**src/rtl/upc8_pkg.sv**
```systemverilog
package upc8_pkg;

   localparam int unsigned DATA_BITS = 8;
   localparam int unsigned COUNT_BITS = 4;

   localparam logic [DATA_BITS-1:0] CRC_POLY = 8'h1D;
   localparam logic [DATA_BITS-1:0] CRC_INIT = 8'hFF;
   localparam logic [DATA_BITS-1:0] CRC_XOROUT = 8'hFF;
   localparam logic [DATA_BITS-1:0] CRC_MSB = 8'h80;

   localparam logic [COUNT_BITS-1:0] COUNT_START = 4'd0;
   localparam logic [COUNT_BITS-1:0] COUNT_PARITY = 4'd9;
   localparam logic [COUNT_BITS-1:0] COUNT_STOP = 4'd10;

   typedef enum logic [1:0] {
      KIND_START  = 2'd0,
      KIND_DATA   = 2'd1,
      KIND_PARITY = 2'd2,
      KIND_STOP   = 2'd3
   } bit_kind_type;

   function automatic logic [DATA_BITS-1:0] crc_fold(input logic [DATA_BITS-1:0] crc,
                                                     input logic [DATA_BITS-1:0] value);
      logic [DATA_BITS-1:0] c;
      c = crc ^ value;
      for (int i = 0; i < DATA_BITS; i++) begin
         if ((c & CRC_MSB) != '0) begin
            c = (c << 1) ^ CRC_POLY;
         end else begin
            c = c << 1;
         end
      end
      return c;
   endfunction

endpackage

```
**src/rtl/uart_parity_crc8_frame_transmitter_core.sv**
```systemverilog
// Channel   Direction  Handshake            Payload
// req_      in         req_valid/req_stall  req_data_byte[7:0], req_last_byte
// rsp_      out        rsp_valid/rsp_stall  rsp_line_bit, rsp_bit_kind[1:0],
//                                           rsp_crc_frame, rsp_run_end
//
// One result per cycle while no result is stalled, from a 4-bit bit counter over an 11-bit frame:
// 11 results per ordinary byte, 22 for a byte that ends the message.
// The next byte is taken in the cycle its predecessor's final bit is registered.
// Synchronous reset clears the sequencer and output valid; the CRC returns to 0xFF.
// A stalled result holds the sequencer; rsp_stall reaches req_stall in the same cycle.
module uart_parity_crc8_frame_transmitter_core (
   input  logic       clock,
   input  logic       reset,
   input  logic       req_valid,
   output logic       req_stall,
   input  logic [7:0] req_data_byte,
   input  logic       req_last_byte,
   output logic       rsp_valid,
   input  logic       rsp_stall,
   output logic       rsp_line_bit,
   output logic [1:0] rsp_bit_kind,
   output logic       rsp_crc_frame,
   output logic       rsp_run_end
);
   import upc8_pkg::*;

   logic                  active_ff, active_in;
   logic [COUNT_BITS-1:0] count_ff, count_in;
   logic [DATA_BITS-1:0]  shift_ff, shift_in;
   logic                  parity_ff, parity_in;
   logic                  last_ff, last_in;
   logic                  crc_frame_ff, crc_frame_in;
   logic [DATA_BITS-1:0]  crc_ff, crc_in;

   logic                  rsp_valid_ff, rsp_valid_in;
   logic                  rsp_line_bit_ff, rsp_line_bit_in;
   bit_kind_type          rsp_bit_kind_ff, rsp_bit_kind_in;
   logic                  rsp_crc_frame_ff, rsp_crc_frame_in;
   logic                  rsp_run_end_ff, rsp_run_end_in;

   logic                  advance;
   logic                  final_bit;
   logic                  accept;
   logic [DATA_BITS-1:0]  crc_byte;

   assign advance   = active_ff && (!rsp_valid_ff || !rsp_stall);
   assign final_bit = (count_ff == COUNT_STOP) && (crc_frame_ff || !last_ff);
   assign req_stall = active_ff && !(advance && final_bit);
   assign accept    = req_valid && !req_stall;
   assign crc_byte  = crc_ff ^ CRC_XOROUT;

   always_comb begin
      active_in        = active_ff;
      count_in         = count_ff;
      shift_in         = shift_ff;
      parity_in        = parity_ff;
      last_in          = last_ff;
      crc_frame_in     = crc_frame_ff;
      crc_in           = crc_ff;
      rsp_valid_in     = rsp_valid_ff;
      rsp_line_bit_in  = rsp_line_bit_ff;
      rsp_bit_kind_in  = rsp_bit_kind_ff;
      rsp_crc_frame_in = rsp_crc_frame_ff;
      rsp_run_end_in   = rsp_run_end_ff;

      if (advance) begin
         rsp_valid_in     = 1'b1;
         rsp_crc_frame_in = crc_frame_ff;
         rsp_run_end_in   = 1'b0;
         count_in         = count_ff + 1'b1;
         case (count_ff)
            COUNT_START: begin
               rsp_line_bit_in = 1'b0;
               rsp_bit_kind_in = KIND_START;
            end
            COUNT_PARITY: begin
               rsp_line_bit_in = parity_ff;
               rsp_bit_kind_in = KIND_PARITY;
            end
            COUNT_STOP: begin
               rsp_line_bit_in = 1'b1;
               rsp_bit_kind_in = KIND_STOP;
               rsp_run_end_in  = final_bit;
               count_in        = COUNT_START;
               if (final_bit) begin
                  active_in = 1'b0;
               end else begin
                  // switch to the appended CRC frame
                  shift_in     = crc_byte;
                  parity_in    = ^crc_byte;
                  crc_frame_in = 1'b1;
                  crc_in       = CRC_INIT;
               end
            end
            default: begin
               rsp_line_bit_in = shift_ff[0];
               rsp_bit_kind_in = KIND_DATA;
               shift_in        = shift_ff >> 1;
            end
         endcase
      end else if (rsp_valid_ff && !rsp_stall) begin
         rsp_valid_in = 1'b0;
      end

      if (accept) begin
         active_in    = 1'b1;
         count_in     = COUNT_START;
         shift_in     = req_data_byte;
         parity_in    = ^req_data_byte;
         last_in      = req_last_byte;
         crc_frame_in = 1'b0;
         crc_in       = crc_fold(crc_ff, req_data_byte);
      end
   end

   always_ff @(posedge clock) begin
      if (reset) begin
         active_ff    <= 1'b0;
         count_ff     <= COUNT_START;
         crc_ff       <= CRC_INIT;
         rsp_valid_ff <= 1'b0;
      end else begin
         active_ff    <= active_in;
         count_ff     <= count_in;
         crc_ff       <= crc_in;
         rsp_valid_ff <= rsp_valid_in;
      end
      shift_ff         <= shift_in;
      parity_ff        <= parity_in;
      last_ff          <= last_in;
      crc_frame_ff     <= crc_frame_in;
      rsp_line_bit_ff  <= rsp_line_bit_in;
      rsp_bit_kind_ff  <= rsp_bit_kind_in;
      rsp_crc_frame_ff <= rsp_crc_frame_in;
      rsp_run_end_ff   <= rsp_run_end_in;
   end

   assign rsp_valid     = rsp_valid_ff;
   assign rsp_line_bit  = rsp_line_bit_ff;
   assign rsp_bit_kind  = rsp_bit_kind_ff;
   assign rsp_crc_frame = rsp_crc_frame_ff;
   assign rsp_run_end   = rsp_run_end_ff;

endmodule

```
**config.mk**
```make
export PLATFORM = sky130hd
export DESIGN_NAME = uart_parity_crc8_frame_transmitter_core
export DESIGN_NICKNAME = d
export VERILOG_FILES = /design/src/rtl/upc8_pkg.sv /design/src/rtl/uart_parity_crc8_frame_transmitter_core.sv
export SDC_FILE = /design/constraint.sdc
export NUM_CORES = 1
export LEC_CHECK = 0
export BUFFER_PORTS_ARGS = -buffer_cell sky130_fd_sc_hd__buf_2
export CAP_MARGIN = 20
export CORE_UTILIZATION = 58
export DETAILED_ROUTE_END_ITERATION = 8
export PLACE_DENSITY_LB_ADDON = 0.2
export RECOVER_POWER = 50
export SLEW_MARGIN = 20
export SYNTH_ARGS = -nofsm -noshare
export SYNTH_HDL_FRONTEND = slang
export SYNTH_SLANG_ARGS = --single-unit
```
**constraint.sdc**
```tcl
create_clock -name clock -period 2.15 [get_ports clock]
set_input_delay 0.43 -clock clock [delete_from_list [all_inputs] [get_ports clock]]
set_output_delay 0.43 -clock clock [all_outputs]
set_load 0.01 [all_outputs]
```
==> results of run 1 <==
## layout make-up
| type | count | share of cell area (%) |
|---|---|---|
| Tap cell | 31 | 2.02 |
| Sequential cell | 30 | 39.2 |
| Timing Repair Buffer | 23 | 5.74 |
| Inverter | 5 | 1.17 |
| Clock inverter | 2 | 0.457 |
| Clock buffer | 6 | 2.15 |
| Multi-Input combinational cell | 134 | 49.2 |
## per-layer routing
layer / part of all wire, % / vias up / GRT usage, %
li1: - / 647 / -
met1: 42 / 623 / 27.2
met5: 0 / - / 0
met3: 3.5 / 12 / 5.90
met4: 3.4 / 0 / 12.2
met2: 51 / 41 / 40.0
## final timing paths
path,end,depth (start not counted),from
setup reg to reg,parity_ff$_DFFE_PP_,5,count_ff[2]$_SDFFE_PP0P_
setup / recovery,req_stall,4,count_ff[2]$_SDFFE_PP0P_
hold / removal,last_ff$_DFFE_PP_,1,req_last_byte
hold reg to reg,rsp_crc_frame$_DFFE_PP_,0,crc_frame_ff$_SDFFE_PP0P_
## synthesized netlist by cell type, types with 2 or more instances
cell      number  area, um^2
a21oi_1       14        70.1
and2_1         2        12.5
buf_4          2        15.0
clkbuf_1       2        7.51
dfxtp_1       15         300
edfxtp_1      15         450
inv_1          4        15.0
nand2_1       10        37.5
nand2_2        4        25.0
nand2b_1       7        43.8
nor2_1        16        60.1
nor2b_1        3        18.8
nor3_1         6        30.0
o21a_1         2        15.0
o21ai_0        5        25.0
o21ai_2        7        61.3
o22ai_1        6        37.5
xnor2_1       27         236
xnor2_2        4        65.1
xor2_1         9        78.8
## cell families (layout without fill, tap and decap cells)
kind of cell	after synthesis	after routing
xor gates and xnor gates	41	41
AOI/OAI and AO/OA	39	39
DFF	30	30
buffers and inverters	12	36
and+or+nand+nor	54	54
## cells in the final DEF (no fill, tap or decap), types with 3 or more instances in the layout
master and count:
a21oi_1 15, buf_2 13, clkbuf_1 9, clkbuf_4 5, dfxtp_1 14, edfxtp_1 15, inv_1 4, nand2_1 10
nand2_2 4, nand2b_1 7, nor2_1 16, nor2b_1 3, nor3_1 6, o21ai_0 5, o21ai_2 7, o22ai_1 6
xnor2_1 27, xnor2_2 4, xor2_1 9
## per-stage QoR
step	cell area [um^2]	hold slack [ps]
after floorplan	1780	431
after global placement	1880	448
after detailed placement	1880	470
after CTS	1930	279
after global routing	1920	264
final	1920	290
## power by group
part           internal (W)  leakage [nW]  switching [W]  total [W]
logic              0.000498         0.399       0.000468   0.000966
clock network      0.000123        0.0297       0.000190   0.000313
registers          0.000701         0.269      0.0000957   0.000796
total               0.00132         0.697       0.000754    0.00208
## flip-flops by register name, summed over array words and instances, names as in the netlist, 2 cells and up
signal        flops
crc_ff            8
shift_ff          8
count_ff          4
rsp_bit_kind      2
==> qor.txt, run 1 <==
status = finished, violations left
failing checks = DRC
Seq. cell area = 752 um^2
Max Transition Viols Final = 0
Die W = 57.4 um
clk buf depth = 2
global-route wire length before repair = 5.89 mm
Area Overhead vs Synth = 7.74%
syn nets = 189
Buf/Inv on CP = 2
Starting Density = 62.9%
Synth async-reset ratio = 0%
Setup Skew = 4.66 ps
Req. time, crit path = 1720 ps
worst min-delay path class = input pin to flip-flop
Cell Count Post-Placement = 223
Syn. warnings = 0
Wirelength per Cell = 14.9 um
Worst Path Max Fanout = 7
max frequency = 495 MHz
vias in the first global route = 1278
vias post-DR = 1323
sequential fraction of the synthesis area = 42.2%
Syn Std Cell Area = 1780 um^2
worst-path cell chain = nand4bb_2 -> o31ai_4 -> inv_1 -> buf_2
Clock Sinks = 30
startpoint types = flip-flop
Core Box Area = 2830 um^2
compound-cell area share of the yosys netlist = 14.8%
Synth Area in Adders = 0%
1st-iter DRT viols = 81
Cell variety after synth = 36
top_reg_cell synth = edfxtp_1
post-detailed-route count of antenna-violating nets = 0
WL final = 3.43 mm
CTS tree = yes
total of fill cells in the finished design = 218
Die H = 57.4 um
diode count = 0
Leak = 0.697 nW
Worst path max stage delay = 380 ps
vias per cell = 5.73
Worst Max-Slew Pin Slew = 835 ps
gr ovfl total = 0
Seq cells post-synth = 30
IO Count = 20
crit end category = output pin
hpwl dp = 2.51 mm
count of hold-fix buffers inserted at cts = 0
largest net degree at the start of global routing = 24
Worst EP arrival = 1590 ps
Synth Area in XOR/XNOR = 22.6%
Slowest cell on crit path = dfxtp_1
Pwr Density = 1080 nW/um^2
post-layout min period = 2020 ps
syn avg cell area = 10.1 um^2
DRC = 1
FP Rows = 19
port bufs = 19
initial antenna violation count = 0
Total GRT Usage = 23.5%
clk_lat worst skew = 320 ps
CTS root buf = clkbuf_4
unrepaired setup endpoints after global routing = no
post-CTS sizing = 0
CTS HTree Levels = 2
number of synthesized flops with an enable pin = 15
CTS Buf Count = 5
fin util = 67.8%
largest family of logic cells by synthesized area = XOR/XNOR gates
layout cell share with drive strength beyond 1 = 20.5%
Final WS setup = 129 ps
worst rel slew slack = 44.3%
cells after synthesis = 176
GP Congestion = 0.865
die area = 3290 um^2
Final Hold Viols = 0
total of max-cap violations = 0
NumNets Final = 212
Power, Total = 0.00208 W
DRT Pass-1 Iters = 6
Tcrit/Tclk final = 94.0%
setup violators final = 0
# Post-CTS Setup Buffers = 0
final std cells w/o fill = 231
Crit Path Class = flip-flop to output pin
post-place setup slack = 351 ps
clock-pin slew on the worst setup and hold paths = 90 ps
post-synthesis mux area share = 0%
Synth Area in Simple Gates = 15.5%
setup_tns = 0 ps
delay-heaviest family, CP = flip-flops
flop-to-flop setup slack = 190 ps
multi-input logic area = 943 um^2
maximum vdd drop = 0.000677 V
Power figures use the tool's default switching activity.
==> run 2, diff against run 1 <==
--- a/config.mk
+++ b/config.mk
@@ -5,8 +5,7 @@
 export SDC_FILE = /design/constraint.sdc
 export NUM_CORES = 1
 export LEC_CHECK = 0
-export BUFFER_PORTS_ARGS = -buffer_cell sky130_fd_sc_hd__buf_2
-export CAP_MARGIN = 20
+export BUFFER_PORTS_ARGS = -buffer_cell sky130_fd_sc_hd__buf_4
 export CORE_UTILIZATION = 58
 export DETAILED_ROUTE_END_ITERATION = 8
 export PLACE_DENSITY_LB_ADDON = 0.2
==> run 2 against run 1 <==
Compared with the run above:
- power shrank 0.22%
- via count shrank 0.15%
- non-clock buffer count is the same
- the run still ends with DRC left
- fmax grew 5.6%
- cell count is the same
- critical endpoint is now shift_ff[3]$_DFFE_PP_
- sequential share of layout area shrank 0.90 points
- clock skew is essentially flat
- clock-buffer cell count is the same
==> qor.txt, run 2 (synthesized netlist as in run 1, its figures left out) <==
Slowest cell on crit path = dfxtp_1
post-place setup slack = 345 ps (-5.88 ps)
IO Count = 20 (unchanged)
DRT met1 WL = 1.44 mm (-0.76%)
port bufs = 19 (unchanged)
DRC = 1 (unchanged)
Pwr Density = 1060 nW/um^2 (-2.5%)
post-detailed-route count of antenna-violating nets = 0 (unchanged)
CTS tree = yes
CTS root buf = clkbuf_4
initial antenna violation count = 0 (unchanged)
clk_lat worst skew = 330 ps (about the same)
crit end category = flip-flop
clk buf depth = 2 (unchanged)
worst-path cell chain = nand4bb_4 -> o31ai_4 -> nand2_1 -> o21ai_0 -> buf_4
Cell Area, Placed = 1930 um^2 (+2.5%)
total of max-cap violations = 0 (unchanged)
FP Rows = 19 (unchanged)
layout cell share with drive strength beyond 1 = 21.0% (+0.50 points)
reg2reg path depth = 5 (unchanged)
max layer used = met4
Leak = 0.714 nW (+2.4%)
CTS Buf Count = 5 (unchanged)
Worst path max stage delay = 510 ps (+130 ps)
setup_tns = 0 ps (unchanged)
largest net degree at the start of global routing = 24 (unchanged)
most frequent cells in the layout = 27 x xnor2_1, 16 x nor2_1, 15 x buf_4, 15 x edfxtp_1
DRT Pass-1 Iters = 6 (unchanged)
Setup crit start = count_ff[3]$_SDFFE_PP0P_
fin area = 1960 um^2 (+2.3%)
Tcrit/Tclk final = 89.0% (-5.0 points)
Starting Density = 62.9% (unchanged)
flop-to-flop setup slack = 240 ps (+50 ps)
failing checks = DRC
worst setup path endpoint = shift_ff[3]$_DFFE_PP_
GP Congestion = 0.833 (-3.7%)
CTS HTree Levels = 2 (unchanged)
Power, Total = 0.00207 W (-0.22%)
Worst Max-Slew Pin Slew = 449 ps (-386 ps)
met3 WL = 128 um (+6.7%)
Wirelength per Cell = 14.6 um (-1.5%)
die area = 3290 um^2 (unchanged)
status = finished, violations left
max frequency = 522 MHz (+5.6%)
Crit Path Class = flip-flop to flip-flop
count of hold-fix buffers inserted at cts = 0 (unchanged)
NumNets Final = 212 (unchanged)
gr ovfl total = 0 (unchanged)
Worst Path Max Fanout = 10 (+3)
worst rel slew slack = 69.8% (+26 points)
Req. time, crit path = 2190 ps (+470 ps)
Max Transition Viols Final = 0 (unchanged)
hpwl dp = 2.45 mm (-2.6%)
delay-heaviest family, CP = flip-flops
most common cell after layout, fill and taps aside = xnor2_1
maximum vdd drop = 0.000785 V (+16%)
worst min-delay path class = input pin to flip-flop
Final WS setup = 236 ps (+107 ps)
clock-pin slew on the worst setup and hold paths = 90 ps (about the same)
met2 wire len = 1.77 mm (+1.7%)
Die W = 57.4 um (unchanged)
Worst EP arrival = 1960 ps (+370 ps)
reg2reg start = count_ff[3]$_SDFFE_PP0P_
Buf/Inv on CP = 1 (-1)
r2r endpoint = shift_ff[3]$_DFFE_PP_
post-layout min period = 1910 ps (-107 ps)
Setup Skew = 4.36 ps (-0.305 ps)
Die H = 57.4 um (unchanged)
startpoint types = flip-flop
Crit path depth = 5 (+1)
global-route wire length before repair = 5.68 mm (-3.5%)
Core Box Area = 2830 um^2 (unchanged)
Final Hold Viols = 0 (unchanged)
largest registers = crc_ff (8), shift_ff (8), count_ff (4)
diode count = 0 (unchanged)
vias post-DR = 1321 (-0.15%)
unrepaired setup endpoints after global routing = no
Clock Sinks = 30 (unchanged)
WL final = 3.38 mm (-1.5%)
vias in the first global route = 1251 (-2.1%)
1st-iter DRT viols = 74 (-8.6%)
Area Overhead vs Synth = 10.3%
setup violators final = 0 (unchanged)
vias per cell = 5.72 (-0.15%)
Total GRT Usage = 23.4% (-0.077 points)
-- run 2: cell types whose count changed in the layout (fill, tap and decap cells not counted), sizes merged --
cell and delta:
clkinv +1, clkinvlp -1
-- run 2: metal layers --
metal  vias to the layer above  global-route usage, %
met5                         -                      0
met4                         0                   10.5
met3                         5                   7.03
met2                        28                   41.2
met1                       635                   26.0
li1                        653                      -
-- run 2: worst min path at each step --
stage,start,endpoint,slack [ps],depth (start not counted)
final,req_last_byte,last_ff$_DFFE_PP_,300,1
after global routing,req_last_byte,last_ff$_DFFE_PP_,280,1
after CTS,req_last_byte,last_ff$_DFFE_PP_,260,1
after detailed placement,crc_frame_ff$_SDFFE_PP0P_,rsp_crc_frame$_DFFE_PP_,480,0
after global placement,crc_frame_ff$_SDFFE_PP0P_,rsp_crc_frame$_DFFE_PP_,450,0
after floorplan,crc_frame_ff$_SDFFE_PP0P_,rsp_crc_frame$_DFFE_PP_,430,0
-- run 2: power breakdown --
group	switching, W	total (W)	leakage (nW)	internal (W)
clock	0.000191	0.000313	0.0297	0.000123
sequential	0.0000931	0.000794	0.269	0.000701
combinational	0.000457	0.000963	0.415	0.000506
total	0.000741	0.00207	0.714	0.00133
-- run 2: metrics by stage --
stage / util, % / std cells / hold slack (ps)
5_1_grt: 69.3 / 231 / 281
3_5_place_dp: 68.2 / 223 / 476
4_1_cts: 69.9 / 231 / 262
6_report: 69.3 / 231 / 304
3_3_place_gp: 68.2 / 223 / 448
2_1_floorplan: - / 176 / 431
-- run 2: layout make-up --
type                    instances  area [um^2]
repair buffers                 23          146
fillers                       240          867
well taps                      31         38.8
clock inverters                 2         8.76
inverters                       5         23.8
clock buffers                   6         41.3
flip-flops and latches         30          752
multi-input cells             134          951
-- run 2: worst register-to-register path, delay by kind of cell (launching register included) --
kind	cells	cell delay, ps
AOI/OAI and AO/OA	2	450
buffers and inverters	1	210
DFF	1	510
and+or+nand+nor	2	470
-- run 2: repair_timing --
action                                  CTS  global route
resized for setup                         0             2
buffers inserted                          0             0
endpoints found under the setup margin    0             1
